File: src/rtl/ccrc16_pkg.sv
// Package with the shared types, register indexes and CRC helper functions.
package ccrc16_pkg;

    localparam int REG_WIDTH = 16;

    typedef logic [2:0]           t_cfg_index;
    typedef logic [REG_WIDTH-1:0] t_crc;

    localparam t_cfg_index CFG_CRC_WIDTH    = 3'd0;
    localparam t_cfg_index CFG_POLY         = 3'd1;
    localparam t_cfg_index CFG_INIT_VALUE   = 3'd2;
    localparam t_cfg_index CFG_XOR_OUT      = 3'd3;
    localparam t_cfg_index CFG_REFLECT_IN   = 3'd4;
    localparam t_cfg_index CFG_REFLECT_OUT  = 3'd5;
    localparam t_cfg_index CFG_GRADUAL_MODE = 3'd6;

    function automatic t_crc f_rev16(t_crc v);
        t_crc r;
        for (int i = 0; i < REG_WIDTH; i++) begin
            r[i] = v[REG_WIDTH-1-i];
        end
        return r;
    endfunction

    function automatic logic [7:0] f_rev8(logic [7:0] v);
        logic [7:0] r;
        for (int i = 0; i < 8; i++) begin
            r[i] = v[7-i];
        end
        return r;
    endfunction

    // Widths below one act as one and widths above the register act as full width.
    function automatic logic [3:0] f_align_shift(logic [4:0] width);
        logic [3:0] sh;
        if (width == 5'd0) begin
            sh = 4'(REG_WIDTH - 1);
        end else if (width >= 5'(REG_WIDTH)) begin
            sh = 4'd0;
        end else begin
            sh = 4'(5'(REG_WIDTH) - width);
        end
        return sh;
    endfunction

    // One byte of MSB-first update with the polynomial aligned to the top.
    function automatic t_crc f_crc_byte(t_crc crc_in, logic [7:0] data, t_crc poly);
        t_crc c;
        c = crc_in ^ {data, 8'h00};
        for (int i = 0; i < 8; i++) begin
            if (c[REG_WIDTH-1]) begin
                c = {c[REG_WIDTH-2:0], 1'b0} ^ poly;
            end else begin
                c = {c[REG_WIDTH-2:0], 1'b0};
            end
        end
        return c;
    endfunction

endpackage

File: src/rtl/configurable_crc_up_to_16.sv
// Byte-serial CRC engine with a configurable width of 1 to 16 bits.
// The last byte of a message is held in the input stage register; its result is registered when that stage advances.
// Throughput: one byte per cycle; input stalls only while a finished result is not taken.
// The rate is set by the combinational unrolled 8-bit update between input and result registers.
// Reset is synchronous and active low; it restores the default configuration and clears the CRC.
module configurable_crc_up_to_16 (
    input  logic                   i_clk,
    input  logic                   i_rst_n,
    input  logic                   i_cfg_valid,
    output logic                   o_cfg_ready,
    input  ccrc16_pkg::t_cfg_index i_cfg_index,
    input  logic [15:0]            i_cfg_data,
    input  logic                   i_in_valid,
    output logic                   o_in_ready,
    input  logic [7:0]             i_data_byte,
    input  logic                   i_first,
    input  logic                   i_last,
    output logic                   o_out_valid,
    input  logic                   i_out_ready,
    output logic [15:0]            o_crc_value
);
    import ccrc16_pkg::*;

    logic [4:0] r_crc_width;
    t_crc       r_poly;
    t_crc       r_init_value;
    t_crc       r_xor_out;
    logic       r_reflect_in;
    logic       r_reflect_out;
    logic       r_gradual_mode;

    t_crc       r_crc;
    logic       r_s1_valid;
    logic [7:0] r_s1_byte;
    logic       r_s1_first;
    logic       r_s1_last;
    logic       r_out_valid;
    t_crc       r_out_crc;

    logic       s1_advance;
    logic [3:0] sh;
    t_crc       poly_aligned;
    t_crc       crc_start;
    logic [7:0] data_in;
    t_crc       n_crc;
    t_crc       n_out_crc;

    assign o_cfg_ready = 1'b1;

    always_ff @(posedge i_clk) begin
        if (!i_rst_n) begin
            r_crc_width    <= 5'd16;
            r_poly         <= 16'h1021;
            r_init_value   <= '0;
            r_xor_out      <= '0;
            r_reflect_in   <= 1'b0;
            r_reflect_out  <= 1'b0;
            r_gradual_mode <= 1'b0;
        end else if (i_cfg_valid && o_cfg_ready) begin
            case (i_cfg_index)
                CFG_CRC_WIDTH:    r_crc_width    <= i_cfg_data[4:0];
                CFG_POLY:         r_poly         <= i_cfg_data;
                CFG_INIT_VALUE:   r_init_value   <= i_cfg_data;
                CFG_XOR_OUT:      r_xor_out      <= i_cfg_data;
                CFG_REFLECT_IN:   r_reflect_in   <= i_cfg_data[0];
                CFG_REFLECT_OUT:  r_reflect_out  <= i_cfg_data[0];
                CFG_GRADUAL_MODE: r_gradual_mode <= i_cfg_data[0];
                default: begin
                end
            endcase
        end
    end

    // A byte without the last mark always moves on; a last byte waits for a free result slot.
    assign s1_advance = r_s1_valid && (!r_s1_last || !r_out_valid || i_out_ready);
    assign o_in_ready = !r_s1_valid || s1_advance;

    always_comb begin
        sh           = f_align_shift(r_crc_width);
        poly_aligned = r_poly << sh;
        if (!r_s1_first) begin
            crc_start = r_crc;
        end else if (r_reflect_out && r_gradual_mode) begin
            crc_start = f_rev16(r_init_value);
        end else begin
            crc_start = r_init_value << sh;
        end
        data_in = r_reflect_in ? f_rev8(r_s1_byte) : r_s1_byte;
        n_crc   = f_crc_byte(crc_start, data_in, poly_aligned);
        if (r_reflect_out) begin
            n_out_crc = f_rev16(n_crc) ^ r_xor_out;
        end else if (!r_reflect_in) begin
            n_out_crc = (n_crc >> sh) ^ r_xor_out;
        end else begin
            n_out_crc = n_crc ^ r_xor_out;
        end
    end

    always_ff @(posedge i_clk) begin
        if (!i_rst_n) begin
            r_s1_valid  <= 1'b0;
            r_out_valid <= 1'b0;
            r_crc       <= '0;
        end else begin
            if (i_in_valid && o_in_ready) begin
                r_s1_valid <= 1'b1;
            end else if (s1_advance) begin
                r_s1_valid <= 1'b0;
            end
            if (s1_advance) begin
                r_crc <= n_crc;
            end
            if (s1_advance && r_s1_last) begin
                r_out_valid <= 1'b1;
            end else if (i_out_ready) begin
                r_out_valid <= 1'b0;
            end
        end
    end

    always_ff @(posedge i_clk) begin
        if (i_in_valid && o_in_ready) begin
            r_s1_byte  <= i_data_byte;
            r_s1_first <= i_first;
            r_s1_last  <= i_last;
        end
        if (s1_advance && r_s1_last) begin
            r_out_crc <= n_out_crc;
        end
    end

    assign o_out_valid = r_out_valid;
    assign o_crc_value = r_out_crc;

endmodule

File: config.mk
export PLATFORM = sky130hd
export DESIGN_NAME = configurable_crc_up_to_16
export DESIGN_NICKNAME = d
export VERILOG_FILES = /design/src/rtl/ccrc16_pkg.sv /design/src/rtl/configurable_crc_up_to_16.sv
export SDC_FILE = /design/constraint.sdc
export NUM_CORES = 1
export LEC_CHECK = 0
export ABC_AREA = 1
export BUFFER_PORTS_ARGS = -buffer_cell sky130_fd_sc_hd__buf_2
export CAP_MARGIN = 20
export CORE_UTILIZATION = 55
export CTS_CLUSTER_DIAMETER = 100
export DETAILED_ROUTE_END_ITERATION = 8
export GPL_TIMING_DRIVEN = 0
export PLACE_DENSITY = 0.77
export SLEW_MARGIN = 0
export SYNTH_ARGS = -nofsm -noshare
export SYNTH_HDL_FRONTEND = slang
export SYNTH_SLANG_ARGS = --single-unit
export TNS_END_PERCENT = 5
File: constraint.sdc
create_clock -name i_clk -period 7.75 [get_ports i_clk]
set_clock_uncertainty 0.15 [all_clocks]
set_input_delay 0.3875 -clock i_clk [delete_from_list [all_inputs] [get_ports i_clk]]
set_output_delay 0.3875 -clock i_clk [all_outputs]
set_load 0.03 [all_outputs]
# Word-level counts from Yosys, hierarchy flattened
# Cells that the tools add are included.
[word_totals]
regBits = 100
output_inout_bits = 19
[classes]
bitwise = 12
muxes = 19
add_sub_neg = 1
order_cmp = 1
reduce_logical = 21
eq_ne = 6
shift = 3
[op_table]
columns = ["operator", "n"]
rows = [
  ["two-way mux 16 bit", 12],
  ["XOR 16 bit", 12],
  ["<< shifter 16 x 4 -> 16 bit", 2],
  ["right shift 16 x 4 -> 16 bit", 1],
  ["AND reduction 2 bit", 7],
  ["== test 3 bit (second input constant)", 3],
  ["two-way mux 4 bit", 2],
  ["two-way mux 8 bit", 1],
  ["== test 3 x 2 -> 1 bit (second input constant)", 2],
  ["greater-or-equal comparator 5 bit (second input constant)", 1],
  ["zero test 5 bit", 1],
  ["logical AND 1 bit", 4],
  ["two-way mux 1 bit", 4],
  ["nonzero test 2 bit", 2],
  ["subtractor 1 x 4 -> 4 bit (first input constant)", 1],
  ["== test 3 x 1 -> 1 bit (second input constant)", 1],
  ["zero test 1 bit", 3],
  ["zero test 3 bit", 1],
  ["logical OR 1 bit", 3],
]

# Longest topological paths before layout
[logic_depth]
word_depth = 27
depth_mapped = 53
ltp_nobuf = 51

# Least setup slack after synthesis
# No wires, ideal clock.
[synth_path]
kind = "reg-to-reg"
start = "reg r_crc_width[0]"
end = "reg r_out_crc[8], in the netlist o_crc_value[8] (data pin)"
period_less_slack_ns = 4.820
arrival_ns = 4.413
path_stages_with_launch = 47
n_path_buf = 3
t_required_ns = 7.343
setup_slack_ns = 2.930
path_cell_list = "dfxtp_1 > inv_2 > ha_1 > inv_1 > nor2_2 > nand2_4 > nand2_4 > buf_6 > nand2_2 > nand2_2 > nand2_1 > nand2_1 > nand2_1 > nand3_1 > nand3_1 > nand2_2 > nand2_1 > nand2_1 > (+11 left out) > nand3_2 > nand3_4 > xor2_4 > nand3_4 > buf_6 > nand3_2 > inv_2 > nand2_1 > nand3_1 > nand2_1 > nand2_1 > nand2_1 > nand2_1 > nand2_1 > nand2_1 > nand2_1 > nand2_1 > xor2_1"
[synth_between]
elab_chain_cells = 27
word_cells_on_any_way = 32
cone_classes = "1 x add/sub; 1 x order compare; 3 x shift; 14 x mux; 12 x bitwise; 1 x reduce/logical"
[synth_lines]
columns = ["item", "line_no", "rtl"]
rows = [
  ["start: declaration", "configurable_crc_up_to_16.sv:24", "logic [4:0] r_crc_width;"],
  ["start signal: assignment", "configurable_crc_up_to_16.sv:61", "CFG_CRC_WIDTH: r_crc_width <= i_cfg_data[4:0];"],
  ["subtractor 1 x 4 -> 4 bit or greater-or-equal comparator 5 bit (tied branches)", "ccrc16_pkg.sv:41, ccrc16_pkg.sv:38", ""],
  ["two-way mux 4 bit", "ccrc16_pkg.sv:38", "end else if (width >= 5'(REG_WIDTH)) begin"],
  ["two-way mux 4 bit (*)", "ccrc16_pkg.sv:36", "if (width == 5'd0) begin"],
  ["<< shifter 16 x 4 -> 16 bit", "configurable_crc_up_to_16.sv:86", "crc_start = r_init_value << sh;"],
  ["two-way mux 16 bit", "configurable_crc_up_to_16.sv:83", "end else if (r_reflect_out && r_gradual_mode) begin"],
  ["two-way mux 16 bit", "configurable_crc_up_to_16.sv:81", "if (!r_s1_first) begin"],
  ["XOR 16 bit", "ccrc16_pkg.sv:49", "c = crc_in ^ {data, 8'h00};"],
  ["XOR 16 bit", "ccrc16_pkg.sv:52", "c = {c[REG_WIDTH-2:0], 1'b0} ^ poly;"],
  ["(+12 left out)", "--", ""],
  ["two-way mux 16 bit", "ccrc16_pkg.sv:51", "if (c[REG_WIDTH-1]) begin"],
  ["XOR 16 bit", "ccrc16_pkg.sv:52", ""],
  ["two-way mux 16 bit", "ccrc16_pkg.sv:51", ""],
  ["right shift 16 x 4 -> 16 bit", "configurable_crc_up_to_16.sv:93", "n_out_crc = (n_crc >> sh) ^ r_xor_out;"],
  ["XOR 16 bit", "configurable_crc_up_to_16.sv:93", ""],
  ["two-way mux 16 bit", "configurable_crc_up_to_16.sv:92", "end else if (!r_reflect_in) begin"],
  ["two-way mux 16 bit (*)", "configurable_crc_up_to_16.sv:90", "if (r_reflect_out) begin"],
  ["via n_out_crc[8]", "configurable_crc_up_to_16.sv:46", "t_crc n_out_crc;"],
  ["end signal: assignment", "configurable_crc_up_to_16.sv:128", "r_out_crc <= n_out_crc;"],
  ["end: declaration", "configurable_crc_up_to_16.sv:38", "t_crc r_out_crc;"],
]
# Mark *: on every way through the listed nets, which the timed path passes. The rest lies on a longest branch.
# A chain may end at the register's enable or synchronous reset.

# Worst setup path in the final report
[layout_path]
start = "reg r_crc_width[0]"
end = "reg r_out_crc[12], in the netlist o_crc_value[12] (data pin)"
# Same word-level chain as after synthesis.

==> flow_summary.rst <==
.. list-table::
   :header-rows: 1

   * - Metric
     - Value
   * - Most common library cell in the layout ignoring fill and taps
     - sky130_fd_sc_hd__nand2_1
   * - Global-route congestion overflow total
     - 0
   * - Design Power
     - 2930 uW
   * - Antenna violations before repair
     - 0
   * - Library cell used as clock root buffer
     - sky130_fd_sc_hd__clkbuf_16
   * - Number of nets in the finished design
     - 1583
   * - Max Cap Violations
     - 0
   * - Register clock-pin slew on the reported worst setup and hold paths
     - 0.08 ns
   * - Setup repair after global routing missed its margin
     - no
   * - Setup slack at placement
     - 1.63 ns
   * - Commonest register cell after synthesis
     - sky130_fd_sc_hd__dfxtp_1
   * - Number of buffer and inverter instances along the worst setup path
     - 8
   * - Number of register bits inferred by synthesis
     - 100
   * - Vias after detailed routing
     - 10137
   * - Number of nets with antenna violations after detailed routing
     - 0
   * - Core Box Area
     - 0.0159 mm^2
   * - Kind of path behind the tightest hold check
     - in -> reg
   * - Share of layout cells above drive strength 1
     - 11.1%
   * - Total CTS buffers
     - 9
   * - Synthesized Nets
     - 1522
   * - Largest stage delay, worst path
     - 0.37 ns
   * - Number of global-route vias before repair
     - 8807
   * - Crit Path Class
     - reg -> reg
   * - Maximum fanout along the worst path
     - 10
   * - Critical path startpoint category
     - flop
   * - Antenna diodes
     - 0
   * - Buffer depth of the longest clock path
     - 2
   * - Worst slew slack as a fraction of its limit
     - 45.6%
   * - Routed wire length per instance
     - 17.4 um
   * - DRT Pass-1 Iters
     - 5
   * - Top library cells by usage in the layout, fill and taps aside
     - sky130_fd_sc_hd__nand2_1, sky130_fd_sc_hd__nand3_1, sky130_fd_sc_hd__inv_1
   * - Register area share after synthesis
     - 25.2%
   * - Number of clock sinks
     - 100
   * - Reg-to-Reg Start
     - r_crc_width[0]
   * - Count of distinct cell types in the synthesized netlist
     - 44
   * - Part of the cycle the worst path needs
     - 81.4%
   * - Leakage
     - 0.00456 uW
   * - Number of cells traversed by the worst register-to-register path
     - 36
   * - Transition time at the pin with the least slew margin
     - 0.808 ns
   * - Number of DRC violations after detailed-routing iteration 0
     - 1083
   * - Mean area per synthesized cell
     - 6.04 um^2
   * - Hold-critical path depth
     - 1
   * - Worst-case setup margin in the final layout
     - 1.44 ns
   * - Highest clock rate
     - 158 MHz
   * - # IOs
     - 53
   * - Number of gates given a new drive strength after cts
     - 0
   * - Cell occurring most often along the worst timing path
     - sky130_fd_sc_hd__nand2_1
   * - Total count of max-transition violations in the final report
     - 0
   * - Clock Latency Late Sink
     - 0.35 ns
   * - Global-route wire length before repair
     - 46700 um
   * - Initial standard-cell utilization of the core
     - 56.5%
   * - All-Layer GR Usage
     - 36.8%
   * - Worst path depth
     - 36
   * - Floorplan row count
     - 46
   * - Hold Slack
     - 0.0540 ns
   * - Share of flip-flops with an asynchronous set or reset
     - 0%
   * - Cell taking the most area after synthesis
     - sky130_fd_sc_hd__nand2_1
   * - Final-report hold violation count
     - 0
   * - CTS tree
     - built
   * - Crit. End Element
     - flop
   * - Total Routed Length
     - 30800 um
   * - Floorplan die width
     - 130 um
   * - Crit path DAT
     - 6.26 ns
   * - Cell type of the slowest stage on the worst timing path
     - sky130_fd_sc_hd__a21oi_2
   * - Final critical delay including setup and external delays
     - 6.31 ns
   * - Pin count of the biggest net entering global routing
     - 20
   * - Maximum vdd ir drop
     - 0.215 mV
   * - Fill cells
     - 1608
   * - Final Wtd Congestion
     - 0.992
   * - Number of enable flip-flop cells after synthesis
     - 26
   * - Number of port buffers
     - 50
   * - Sequential Area
     - 0.00226 mm^2
   * - Hold_sp
     - i_data_byte[2]
   * - Run status
     - complete, no violations
   * - Power per Cell Area
     - 299 mW/mm^2
   * - Estimated wirelength of the detail-placed design
     - 24500 um
   * - Setup TNS
     - 0 ns
   * - Crit path launch
     - r_crc_width[0]
   * - Instance count of the mapped netlist
     - 1487
   * - Layout overhead on the synthesized area
     - 9.04%
   * - Total DRC errors in the routed layout
     - 0
   * - Critical path required time
     - 7.70 ns
   * - Multi-input gate area
     - 0.00571 mm^2
   * - Routed via count divided by cell count
     - 5.73
   * - Number of post-CTS setup repair buffers
     - 0
   * - Synth warnings
     - 0
   * - Die Footprint
     - 0.0168 mm^2
   * - Count of final setup violators
     - 0
   * - Share of Yosys cell area claimed by the top area cell type
     - 17.8%
   * - Synthesized cell area
     - 0.00898 mm^2
   * - Number of hold buffers added after cts
     - 0
   * - H-tree lvl count
     - 3
   * - Area contributors post-synth
     - sky130_fd_sc_hd__nand2_1, sky130_fd_sc_hd__dfxtp_1, sky130_fd_sc_hd__nand3_1
   * - Vertical die dimension
     - 130 um
   * - Family with the most delay on the worst path
     - simple AND/OR/NAND/NOR gates
where the power goes:
group	internal, uW	switching, uW
sequential	600	21.7
clock	225	219
combinational	573	1290
total	1400	1530
per-stage QoR:
| stage | cells | area (um^2) | utilization [%] |
|---|---|---|---|
| 6_report | 1769 | 9790 | 61.6 |
| 5_1_grt | 1769 | 9790 | 61.6 |
| 4_1_cts | 1769 | 9790 | 61.6 |
| 3_5_place_dp | 1753 | 9500 | 59.8 |
| 3_3_place_gp | 1753 | 9500 | 59.8 |
| 2_1_floorplan | 1487 | 8980 | - |
kinds of logic after synthesis:
group,Yosys count,synth area share (%)
AND/OR/NAND/NOR,822,40.1
AO/OA/AOI/OAI,246,14.6
adder cells (fa/ha/maj),1,0.139
buffers and inverters,233,11.2
multiplexers,1,0.111
XOR/XNOR,83,8.60
flip-flops,100,25.2
other,1,0.0418
registers in the layout (all words and copies together), names as in the netlist, 5 cells and up:
| name | cells |
|---|---|
| r_crc | 16 |
| r_init_value | 16 |
| r_xor_out | 16 |
| r_s1_byte | 8 |
| r_crc_width | 5 |
| o_crc_value | 16 |
| r_poly | 16 |
path summary, 6_finish.rpt:
path | end | slack [ns]
setup reg to reg | o_crc_value[12] | 1.44
hold reg to reg | r_xor_out[13] | 0.32
setup / recovery | o_crc_value[12] | 1.44
hold / removal | r_s1_byte[2] | 0.05
worst reg2reg max path, delay by kind of cell, from the launching register on:
family          cells  cell delay (ns)
simple gates       17             1.83
compound gates      6             1.29
buf+inv             8             1.24
xor+xnor            4             0.98
flops               1             0.35
fa+ha+maj           1             0.20
metal layers:
metal	up-vias	share of wire, %	global-route usage, %
met1	4649	43	48.9
met2	488	45	60.0
met3	62	8.1	4.92
met4	0	3.9	16.1
met5	-	0	0
li1	4938	-	-
cell usage after synthesis (18+ instances only):
cell type / n
sky130_fd_sc_hd__a21oi_1: 79
sky130_fd_sc_hd__buf_2: 23
sky130_fd_sc_hd__clkbuf_1: 27
sky130_fd_sc_hd__dfxtp_1: 74
sky130_fd_sc_hd__edfxtp_1: 26
sky130_fd_sc_hd__inv_1: 148
sky130_fd_sc_hd__nand2_1: 426
sky130_fd_sc_hd__nand3_1: 221
sky130_fd_sc_hd__nor2_1: 116
sky130_fd_sc_hd__o211ai_1: 18
sky130_fd_sc_hd__o21ai_0: 116
sky130_fd_sc_hd__o21ai_1: 20
sky130_fd_sc_hd__xnor2_1: 50
sky130_fd_sc_hd__xor2_1: 30
final cells by class:
cell class                      instances  share of cell area, %
Inverter                              164                   6.29
Sequential cell                       100                   23.1
Clock inverter                          7                  0.677
Multi-Input combinational cell       1154                   58.3
Tap cell                              216                   2.76
Timing Repair Buffer                   50                   2.56
Clock buffer                            9                   2.30
Buffer                                 69                   4.01
Power figures use the tool's default switching activity.
